File: config.mk
export PLATFORM = sky130hd
export DESIGN_NAME = zero_current_phase_switch_sequencer
export DESIGN_NICKNAME = d
export VERILOG_FILES = /design/src/rtl/zcps_pkg.sv /design/src/rtl/zcps_cfg.sv /design/src/rtl/zcps_seq.sv /design/src/rtl/zero_current_phase_switch_sequencer.sv
export SDC_FILE = /design/constraint.sdc
export NUM_CORES = 1
export LEC_CHECK = 0
export BUFFER_PORTS_ARGS = -buffer_cell sky130_fd_sc_hd__buf_4
export CORE_ASPECT_RATIO = 1.4
export CORE_UTILIZATION = 24
export DETAILED_ROUTE_END_ITERATION = 8
export PLACE_DENSITY = 0.39
export SKIP_LAST_GASP = 1
export SLEW_MARGIN = 20
export SYNTH_ARGS = -nofsm -noshare
export SYNTH_HDL_FRONTEND = slang
export SYNTH_SLANG_ARGS = --single-unit
File: constraint.sdc
create_clock -name clk -period 4.6 [get_ports clk]
set_input_delay 0.92 -clock clk [delete_from_list [all_inputs] [get_ports clk]]
set_output_delay 0.92 -clock clk [all_outputs]
set_load 0.1 [all_outputs]
File: src/rtl/zcps_pkg.sv
// Shared types, constants and register map of the zero-current phase switch sequencer.
package zcps_pkg;

  localparam logic [7:0] RAMPDOWN_RESET = 8'd50;
  localparam logic [7:0] SETTLE_RESET   = 8'd5;
  localparam logic [7:0] RETRIES_RESET  = 8'd3;
  localparam logic [7:0] COUNT_MAX      = 8'd255;

  localparam logic [1:0] PHASE_SINGLE = 2'd1;
  localparam logic [1:0] PHASE_THREE  = 2'd3;

  localparam int ADDR_W = 4;
  localparam logic [1:0] REG_RAMPDOWN = 2'd0;
  localparam logic [1:0] REG_SETTLE   = 2'd1;
  localparam logic [1:0] REG_RETRIES  = 2'd2;

  typedef enum logic [1:0] {
    ST_IDLE     = 2'd0,
    ST_CAR_STOP = 2'd1,
    ST_SETTLE   = 2'd2
  } seq_state_t;

  typedef struct packed {
    logic [7:0] rampdown_ticks;
    logic [7:0] settle_ticks;
    logic [7:0] max_relay_retries;
  } cfg_t;

  typedef struct packed {
    logic       relay_ack;
    logic       pwm_ack;
    logic [7:0] target_current;
    logic [1:0] requested_phases;
  } item_t;

  typedef struct packed {
    logic [1:0] held_phases;
    logic [1:0] seq_state;
    logic [7:0] failure_count;
    logic       hw_fault;
    logic [1:0] relay_phases;
    logic       relay_write;
    logic [7:0] pwm_current;
    logic       pwm_write;
  } result_t;

  function automatic logic [7:0] sat_inc(input logic [7:0] v);
    return (v == COUNT_MAX) ? COUNT_MAX : v + 8'd1;
  endfunction

endpackage

File: src/rtl/zcps_cfg.sv
// APB register block holding ramp-down, settle and retry limits.
module zcps_cfg
  import zcps_pkg::*;
(
  input  logic              clk,
  input  logic              rst,
  input  logic              psel,
  input  logic              penable,
  input  logic              pwrite,
  input  logic [ADDR_W-1:0] paddr,
  input  logic [31:0]       pwdata,
  output logic [31:0]       prdata,
  output logic              pready,
  output cfg_t              cfg
);

  logic       wr_en;
  logic [1:0] reg_sel;

  assign pready  = 1'b1;
  assign wr_en   = psel && penable && pwrite;
  assign reg_sel = paddr[ADDR_W-1:2];

  always_ff @(posedge clk) begin
    if (rst) begin
      cfg.rampdown_ticks    <= RAMPDOWN_RESET;
      cfg.settle_ticks      <= SETTLE_RESET;
      cfg.max_relay_retries <= RETRIES_RESET;
    end else if (wr_en) begin
      case (reg_sel)
        REG_RAMPDOWN: cfg.rampdown_ticks    <= pwdata[7:0];
        REG_SETTLE:   cfg.settle_ticks      <= pwdata[7:0];
        REG_RETRIES:  cfg.max_relay_retries <= pwdata[7:0];
        default: ;
      endcase
    end
  end

  always_comb begin
    case (reg_sel)
      REG_RAMPDOWN: prdata = {24'd0, cfg.rampdown_ticks};
      REG_SETTLE:   prdata = {24'd0, cfg.settle_ticks};
      REG_RETRIES:  prdata = {24'd0, cfg.max_relay_retries};
      default:      prdata = 32'd0;
    endcase
  end

endmodule

File: src/rtl/zcps_seq.sv
// Sequencer state registers and the per-tick update and result logic.
module zcps_seq
  import zcps_pkg::*;
(
  input  logic    clk,
  input  logic    rst,
  input  logic    step,
  input  item_t   item,
  input  cfg_t    cfg,
  output result_t res
);

  seq_state_t state, state_next;
  logic [1:0] relay_mode, relay_mode_next;
  logic [1:0] pending_mode, pending_mode_next;
  logic [7:0] wait_timer, wait_timer_next;
  logic [7:0] retry_count, retry_count_next;
  logic       fault, fault_next;
  logic [7:0] failures, failures_next;

  logic [7:0] timer_inc;
  logic [7:0] retry_inc;
  logic       change;
  logic       ramp_done;
  logic       settle_done;

  assign timer_inc   = sat_inc(wait_timer);
  assign retry_inc   = sat_inc(retry_count);
  assign ramp_done   = timer_inc >= cfg.rampdown_ticks;
  assign settle_done = timer_inc >= cfg.settle_ticks;
  assign change      = (item.requested_phases == PHASE_SINGLE ||
                        item.requested_phases == PHASE_THREE) &&
                       (item.requested_phases != relay_mode);

  always_comb begin
    state_next = state;
    case (state)
      ST_CAR_STOP: begin
        if (ramp_done && item.relay_ack) state_next = ST_SETTLE;
      end
      ST_SETTLE: begin
        if (settle_done) state_next = ST_IDLE;
      end
      default: begin
        state_next = (item.pwm_ack && change) ? ST_CAR_STOP : ST_IDLE;
      end
    endcase
  end

  always_comb begin
    relay_mode_next   = relay_mode;
    pending_mode_next = pending_mode;
    wait_timer_next   = wait_timer;
    retry_count_next  = retry_count;
    fault_next        = fault;
    failures_next     = failures;
    res               = '0;
    case (state)
      ST_CAR_STOP: begin
        wait_timer_next = timer_inc;
        if (ramp_done) begin
          res.relay_write  = 1'b1;
          res.relay_phases = pending_mode;
          if (item.relay_ack) begin
            relay_mode_next = pending_mode;
            wait_timer_next = 8'd0;
            fault_next      = 1'b0;
            failures_next   = 8'd0;
          end else begin
            failures_next    = sat_inc(failures);
            retry_count_next = retry_inc;
            if (retry_inc >= cfg.max_relay_retries) fault_next = 1'b1;
          end
        end
      end
      ST_SETTLE: begin
        wait_timer_next = timer_inc;
        if (settle_done) retry_count_next = 8'd0;
      end
      default: begin
        res.pwm_write   = 1'b1;
        res.pwm_current = change ? 8'd0 : item.target_current;
        if (item.pwm_ack) begin
          if (change) begin
            wait_timer_next   = 8'd0;
            pending_mode_next = item.requested_phases;
          end
          retry_count_next = 8'd0;
          fault_next       = 1'b0;
          failures_next    = 8'd0;
        end else begin
          fault_next    = 1'b1;
          failures_next = sat_inc(failures);
        end
      end
    endcase
    res.hw_fault      = fault_next;
    res.failure_count = failures_next;
    res.seq_state     = state_next;
    res.held_phases   = relay_mode_next;
  end

  always_ff @(posedge clk) begin
    if (rst) begin
      state        <= ST_IDLE;
      relay_mode   <= PHASE_SINGLE;
      pending_mode <= PHASE_SINGLE;
      wait_timer   <= 8'd0;
      retry_count  <= 8'd0;
      fault        <= 1'b0;
      failures     <= 8'd0;
    end else if (step) begin
      state        <= state_next;
      relay_mode   <= relay_mode_next;
      pending_mode <= pending_mode_next;
      wait_timer   <= wait_timer_next;
      retry_count  <= retry_count_next;
      fault        <= fault_next;
      failures     <= failures_next;
    end
  end

endmodule

File: src/rtl/zero_current_phase_switch_sequencer.sv
// Top level: input register, sequencer step, result register and APB registers.
// Path: a word is held in the input register, then its result in the output register.
// Throughput: one word per cycle unless m_axis_tready holds the output back.
// Reset: synchronous rst empties both registers, returns the sequencer to idle on
// single phase with cleared counters and fault, and loads the register defaults.
module zero_current_phase_switch_sequencer
  import zcps_pkg::*;
(
  input  logic              clk,
  input  logic              rst,
  input  logic              s_axis_tvalid,
  output logic              s_axis_tready,
  // [1:0] requested_phases, [9:2] target_current, [10] pwm_ack, [11] relay_ack
  input  logic [15:0]       s_axis_tdata,
  output logic              m_axis_tvalid,
  input  logic              m_axis_tready,
  // [0] pwm_write, [8:1] pwm_current, [9] relay_write, [11:10] relay_phases,
  // [12] hw_fault, [20:13] failure_count, [22:21] seq_state, [24:23] held_phases
  output logic [31:0]       m_axis_tdata,
  input  logic              psel,
  input  logic              penable,
  input  logic              pwrite,
  input  logic [ADDR_W-1:0] paddr,
  input  logic [31:0]       pwdata,
  output logic [31:0]       prdata,
  output logic              pready
);

  cfg_t    cfg;
  item_t   in_item;
  logic    in_valid;
  logic    advance;
  result_t res;

  assign advance       = in_valid && (!m_axis_tvalid || m_axis_tready);
  assign s_axis_tready = !in_valid || advance;

  always_ff @(posedge clk) begin
    if (rst) begin
      in_valid <= 1'b0;
    end else if (s_axis_tready) begin
      in_valid <= s_axis_tvalid;
    end
  end

  always_ff @(posedge clk) begin
    if (s_axis_tvalid && s_axis_tready) begin
      in_item <= item_t'(s_axis_tdata[11:0]);
    end
  end

  zcps_cfg u_cfg (
    .clk     (clk),
    .rst     (rst),
    .psel    (psel),
    .penable (penable),
    .pwrite  (pwrite),
    .paddr   (paddr),
    .pwdata  (pwdata),
    .prdata  (prdata),
    .pready  (pready),
    .cfg     (cfg)
  );

  zcps_seq u_seq (
    .clk  (clk),
    .rst  (rst),
    .step (advance),
    .item (in_item),
    .cfg  (cfg),
    .res  (res)
  );

  always_ff @(posedge clk) begin
    if (rst) begin
      m_axis_tvalid <= 1'b0;
    end else if (advance) begin
      m_axis_tvalid <= 1'b1;
    end else if (m_axis_tready) begin
      m_axis_tvalid <= 1'b0;
    end
  end

  always_ff @(posedge clk) begin
    if (advance) begin
      m_axis_tdata <= {7'd0, res};
    end
  end

  a_one_command: assert property (@(posedge clk) disable iff (rst)
    m_axis_tvalid |-> !(m_axis_tdata[0] && m_axis_tdata[9]))
    else $error("current and relay command in one word");

  a_relay_phase: assert property (@(posedge clk) disable iff (rst)
    (m_axis_tvalid && m_axis_tdata[9]) |->
      (m_axis_tdata[11:10] == PHASE_SINGLE || m_axis_tdata[11:10] == PHASE_THREE))
    else $error("relay command without a valid phase mode");

  a_no_overrun: assert property (@(posedge clk) disable iff (rst)
    (m_axis_tvalid && !m_axis_tready && in_valid) |-> !s_axis_tready)
    else $error("input taken while both stages are held");

endmodule
==> results of run 1 <==
-- state kept, by name, indices dropped and copies added, names as in the netlist --
| signal | flops |
|---|---|
| in_item | 12 |
| in_valid | 1 |
| m_axis_tdata | 25 |
| m_axis_tvalid | 1 |
| u_cfg.cfg | 24 |
| u_seq.failures | 8 |
| u_seq.fault | 1 |
| u_seq.pending_mode | 2 |
| u_seq.relay_mode | 2 |
| u_seq.retry_count | 8 |
| u_seq.state | 2 |
| u_seq.wait_timer | 8 |
-- stage by stage --
step | instance area (sq um) | total power, mW | setup WS [ns]
4_1_cts | 6150 | 2.06 | 0.734
2_1_floorplan | 5360 | 1.21 | 0.158
6_report | 6150 | 2.03 | 0.793
5_1_grt | 6150 | 2.10 | 0.404
3_3_place_gp | 5840 | 1.25 | 0.817
3_5_place_dp | 5840 | 1.25 | 0.772
-- layout make-up --
cell class,instances,area [sq um],share of cell area (%)
multi-input cells,418,2630,42.8
well taps,260,325,5.29
clock inverters,7,88.8,1.44
inverters,35,131,2.14
repair buffers,66,495,8.06
clock buffers,9,225,3.66
flip-flops and latches,94,2250,36.6
-- cell families after synthesis --
kind of cell               Yosys count  share of synthesized area (%)
muxes                               28                           5.49
xor gates and xnor gates             6                           1.00
buffers and inverters               87                           8.97
AOI/OAI and AO/OA                  135                           16.8
adders and majority gates           29                           6.92
and+or+nand+nor                    188                           17.7
other                                2                          0.143
DFF                                 94                           43.0
-- path summary, 6_finish.rpt --
| path | from | endpoint | slack, ns | cells past startpoint |
|---|---|---|---|---|
| setup / recovery | u_seq.wait_timer[0]$_SDFFE_PP0P_ | m_axis_tdata[13]$_DFFE_PP_ | 0.79 | 12 |
| hold / removal | u_cfg.cfg[15]$_SDFFE_PP0P_ | u_cfg.cfg[15]$_SDFFE_PP0P_ | 0.48 | 2 |
| setup reg to reg | u_seq.wait_timer[0]$_SDFFE_PP0P_ | m_axis_tdata[13]$_DFFE_PP_ | 0.79 | 12 |
| hold reg to reg | u_cfg.cfg[15]$_SDFFE_PP0P_ | u_cfg.cfg[15]$_SDFFE_PP0P_ | 0.48 | 2 |
-- Yosys cell counts, types with 3 or more instances --
library cell / count / share of area (%)
nand4_1: 6 / 0.72
and2_1: 12 / 1.4
buf_2: 5 / 0.48
o21a_1: 7 / 1.0
nand3_1: 28 / 2.7
clkbuf_1: 12 / 0.86
edfxtp_1: 37 / 21
nand2_1: 56 / 4.0
and3_1: 5 / 0.60
mux2i_1: 25 / 4.8
a211oi_1: 5 / 0.72
buf_4: 32 / 4.6
ha_1: 29 / 6.9
nor3_1: 9 / 0.86
a22o_1: 3 / 0.50
nand2b_1: 8 / 0.95
o22ai_1: 7 / 0.84
and2_4: 3 / 0.50
nor2_1: 41 / 2.9
inv_1: 35 / 2.5
a21oi_1: 35 / 3.3
o21ai_0: 30 / 2.9
o211ai_1: 6 / 0.86
nor2b_1: 6 / 0.72
a31oi_1: 16 / 1.9
xnor2_1: 6 / 1.0
dfxtp_1: 57 / 22
o21ai_1: 7 / 0.67
-- per-layer routing --
metal | vias to the layer above | share of wire [%]
li1 | 2074 | -
met1 | 1958 | 42
met2 | 114 | 53
met3 | 16 | 3.8
met4 | 0 | 1.8
met5 | - | 0
-- critical path, delay by kind of cell, from the launching register on --
family | cells | cell delay [ns]
flip-flops | 1 | 0.38
AND/OR/NAND/NOR | 5 | 1.15
AO/OA/AOI/OAI | 5 | 1.54
adder cells (fa/ha/maj) | 2 | 0.48
-- cell usage in the layout (no fill, tap or decap), types with 2 or more instances in the layout --
| cell type | n |
|---|---|
| a31oi_1 | 16 |
| and2_4 | 3 |
| inv_1 | 35 |
| o21bai_1 | 2 |
| nor2b_1 | 6 |
| mux2i_1 | 25 |
| a21oi_1 | 35 |
| nand3_1 | 28 |
| nand4_1 | 6 |
| o21a_1 | 7 |
| o21ai_0 | 28 |
| clkbuf_16 | 9 |
| o31ai_1 | 2 |
| nor2_1 | 41 |
| and3_2 | 2 |
| inv_8 | 3 |
| o211ai_1 | 6 |
| nand2b_1 | 8 |
| a21o_1 | 2 |
| xnor2_1 | 6 |
| buf_4 | 66 |
| dfxtp_1 | 57 |
| and2_1 | 12 |
| a211o_1 | 2 |
| conb_1 | 32 |
| nand2_1 | 56 |
| a211oi_1 | 5 |
| o22ai_1 | 7 |
| edfxtp_1 | 37 |
| and3_1 | 5 |
| o21ai_1 | 9 |
| ha_1 | 29 |
| nor3_1 | 9 |
| a22o_1 | 3 |
-- power by group --
part	total [mW]	switching (mW)	leakage (nW)	internal, mW
clock network	0.795	0.359	0.152	0.436
registers	0.898	0.0110	0.810	0.887
logic	0.336	0.278	1.47	0.0575
==> results_dict.tcl, run 1 <==
set metrics [dict create \
    status "finished, final reports clean" \
    fillers 2259 \
    synth_area_sq_um 5240 \
    finalWeightedCongestion 0.800 \
    worstSkewPairLatency_ns 0.35 \
    drtIter0Drc 230 \
    maxSlewViolCount 0 \
    ys_warn_count 0 \
    ctsHoldBuffers 0 \
    dp_cells 873 \
    drive_gt1_share_pct 15.9 \
    die_h_um 177 \
    totalWireLength_um 13100 \
    nets 712 \
    cp-end-kind "flop" \
    postCtsSetupRepairBufs 0 \
    worst-setup-path-type "reg -> reg" \
    via_per_inst 4.68 \
    max_freq_ghz 0.263 \
    row_count 63 \
    io_buffers 63 \
    rsz0062_at_grt "no" \
    path_max_fanout 9 \
    drc_errors 0 \
    syn2layout_area_growth_pct 17.3 \
    arrival_ns 3.92 \
    pwr_density_cell_nw_per_um2 330 \
    wl_per_cell_um 14.7 \
    synthesis.instances 569 \
    diodes 0 \
    grt_pass1_vias 4015 \
    drtPass1Iterations 5 \
    tns_ns 0 \
    numCtsBuffers 9 \
    leakage_nw 2.43 \
    tightest_slew_ns 0.855 \
    grt_overflow 0 \
    grt_use_met3_pct 2.30 \
    holdWs_ns 0.481 \
    instances_no_fill 889 \
    vias 4162 \
    ys_types 63 \
    grt_start_max_net_pins 39 \
    top_usage_layer "met2" \
    htreeDepth 3 \
    ant_nets 0 \
    cts-resized-gates 0 \
    grt.total_usage_pct 11.9 \
    die-area_sq_um 22400 \
    synth_seq_cells 94 \
    cts_tree "built" \
    clkSinkCount 94 \
    antenna_found_initial 0 \
    use_met2_pct 22.0 \
    clk_path_buf_depth 2 \
    start_util_pct 24.6 \
    core_sq_um 21300 \
    synth_edf_count 37 \
    crit_chain "ha_1 > nand3_1 > nor2_1 > nand3_1 > and2_1 > ha_1 > nand2b_4 > a2111oi_4 > o31ai_2 > a31oi_1 > a21oi_1 > a21o_1" \
    yosys_most_used_dff "dfxtp_1" \
    relSlewSlack_pct 42.6 \
    ios 126 \
    utilization_pct 28.9 \
    start_kind "flop" \
    period_share_pct 82.8 \
    crit_required_ns 4.71 \
    met1_usage_pct 13.3 \
    crit_slowest_cell "a31oi_1" \
    fp.dieW_um 127 \
    clk_pin_slew_ns 0.07 \
    hold_viol_final 0 \
    synth_seq_area_share_pct 43.0 \
    ir_drop_uv 140 \
    hold_class "reg -> reg" \
    root_buffer "clkbuf_16" \
    synth.avg_cell_area_sq_um 9.21 \
    synthArstFlopShare_pct 0 \
    grt_pass1_wl_um 20700 \
    hpwl_um 9770 \
    critPathMaxStageDelay_ns 0.53 \
    period_minus_slack_ns 3.81 \
    max-cap-violations 0 \
    final-setup-viol-count 0 \
    fin_skew_ns 0.00745 \
]
Note: power is estimated with default switching activity, not from simulation.
==> inputs of run 2 (changes only) <==
==> constraint.sdc (replaced) <==
create_clock -name clk -period 3.7 [get_ports clk]
set_input_delay 0.74 -clock clk [delete_from_list [all_inputs] [get_ports clk]]
set_output_delay 0.74 -clock clk [all_outputs]
set_load 0.1 [all_outputs]
==> run 2 against run 1 <==
  * Clock power rose by 14%
  * Register-to-register slack got worse by 0.48 ns
  * Largest power group unchanged
  * Critical path type unchanged
  * Largest cell class unchanged
  * Global-route usage up 0.053 points
  * Clock skew about the same
==> results_dict.tcl, run 2 (synthesis gave the netlist of run 1 again) <==
set metrics [dict create \
    core_sq_um 21300 \
    mostFrequentLayoutCells "77 x buf_4, 57 x dfxtp_1, 56 x nand2_1, 41 x nor2_1, 37 x edfxtp_1" \
    drtIter0Drc 202 \
    worstSkewPairLatency_ns 0.35 \
    die-area_sq_um 22400 \
    wl_met2_um 6980 \
    cp_common_cell "ha_1" \
    row_count 63 \
    antenna_found_initial 0 \
    tightest_slew_ns 0.679 \
    diodes 0 \
    status "finished, final reports clean" \
    period_minus_slack_ns 3.38 \
    final_common_cell "buf_4" \
    root_buffer "clkbuf_16" \
    io_buffers 63 \
    fillers 2308 \
    arrival_ns 3.48 \
    multi_input_area_sq_um 2640 \
    drive_gt1_share_pct 17.5 \
    maxSlewViolCount 0 \
    rsz0062_at_grt "no" \
    final-setup-viol-count 0 \
    relSlewSlack_pct 54.1 \
    drc_errors 0 \
    reg.largest.list "m_axis_tdata x25, u_cfg.cfg x24, in_item x12" \
    period_share_pct 91.4 \
    critPathMaxStageDelay_ns 0.58 \
    totalWireLength_um 13200 \
    wl_per_cell_um 14.6 \
    numCtsBuffers 9 \
    dr.max_layer_used "met4" \
    max_freq_ghz 0.296 \
    drtPass1Iterations 4 \
    ant_nets 0 \
    pwr_density_cell_nw_per_um2 394 \
    top_register "m_axis_tdata" \
    finalWeightedCongestion 0.786 \
    htreeDepth 3 \
    hold_viol_final 0 \
    dp_cells 884 \
    start_util_pct 24.6 \
    fin_skew_ns 0.00787 \
    grt_start_max_net_pins 39 \
    largest_reg_flops 25 \
    critPathBufInv 0 \
    instances_no_fill 900 \
    hpwl_um 9970 \
    worst-setup-path-type "reg -> reg" \
    wl_met1_um 5540 \
    vias 4171 \
    cp-end-kind "flop" \
    crit_family "simple AND/OR/NAND/NOR gates" \
    ctsHoldBuffers 0 \
    max-cap-violations 0 \
    grt_overflow 0 \
    register_area_sq_um 2250 \
    start_kind "flop" \
    leakage_nw 2.47 \
    holdWs_ns 0.473 \
    nets 723 \
    ir_drop_uv 186 \
    syn2layout_area_growth_pct 18.5 \
    crit_required_ns 3.80 \
    via_per_inst 4.63 \
    die_h_um 177 \
    grt.total_usage_pct 12.0 \
    crit_slowest_cell "o31ai_2" \
    fp.dieW_um 127 \
    path_max_fanout 9 \
    crit_chain "ha_1 > nand3_1 > nor2_1 > nand3_2 > and2_1 > ha_1 > nand2b_4 > a2111oi_4 > o31ai_2 > and2_4 > nand2_4 > mux2_1" \
    clk_pin_slew_ns 0.07 \
    wl_met3_um 449 \
    cts_tree "built" \
    clk_path_buf_depth 2 \
    clkSinkCount 94 \
    grt_pass1_wl_um 20700 \
    grt_pass1_vias 4025 \
    ios 126 \
    hold_class "reg -> reg" \
    tns_ns 0 \
]
## run 2: cell types whose count changed in the layout (fill, tap and decap cells not counted), moves of 2 or more
cell	delta
buf_4	+11
inv_6	+2
inv_8	-2
o21ai_0	-6
o21ai_1	+6
## run 2: stage by stage
stage | total power [mW] | setup slack (ns) | util (%) | instance area [sq um]
floorplan | 1.51 | 0.0347 | - | 5360
global placement | 1.56 | 0.249 | 27.8 | 5920
detailed placement | 1.56 | 0.204 | 27.8 | 5920
CTS | 2.48 | 0.189 | 29.2 | 6210
global route | 2.53 | 0.0489 | 29.2 | 6210
finish | 2.45 | 0.317 | 29.2 | 6210
## run 2: metal layers
layer / vias up / global-route usage [%]
li1: 2109 / -
met1: 1949 / 13.3
met2: 103 / 22.4
met3: 10 / 2.12
met4: 0 / 4.61
met5: - / 0
## run 2: what timing repair did
item,CTS,global route
endpoints found under the setup margin,0,19
setup buffers,0,0
hold endpoints to repair,0,0
gates resized for setup,0,1
## run 2: path summary, 6_finish.rpt
check | start | end | slack (ns) | cells after the start
max | u_seq.wait_timer[0]$_SDFFE_PP0P_ | m_axis_tdata[24]$_DFFE_PP_ | 0.32 | 12
min | u_cfg.cfg[13]$_SDFFE_PP0P_ | u_cfg.cfg[13]$_SDFFE_PP0P_ | 0.47 | 2
max reg2reg | u_seq.wait_timer[0]$_SDFFE_PP0P_ | m_axis_tdata[24]$_DFFE_PP_ | 0.32 | 12
min reg2reg | u_cfg.cfg[13]$_SDFFE_PP0P_ | u_cfg.cfg[13]$_SDFFE_PP0P_ | 0.47 | 2
## run 2: tightest hold or removal path: stages, from the launching register on
cell	delay (ns)
dfxtp_1	0.32
nand2_1	0.05
a21oi_1	0.05
## run 2: where the power goes
group	switching, mW	leakage (nW)	internal (mW)
Combinational	0.347	1.52	0.0735
Clock	0.439	0.139	0.471
Sequential	0.0136	0.810	1.10
Total	0.799	2.47	1.65
## run 2: final cells by class
class | instances | share of cell area [%]
clock buffer | 9 | 3.63
multi-input combinational | 418 | 42.5
inverter | 35 | 2.11
sequential | 94 | 36.3
timing repair buffer | 77 | 9.31
clock inverter | 7 | 1.01
tap | 260 | 5.24
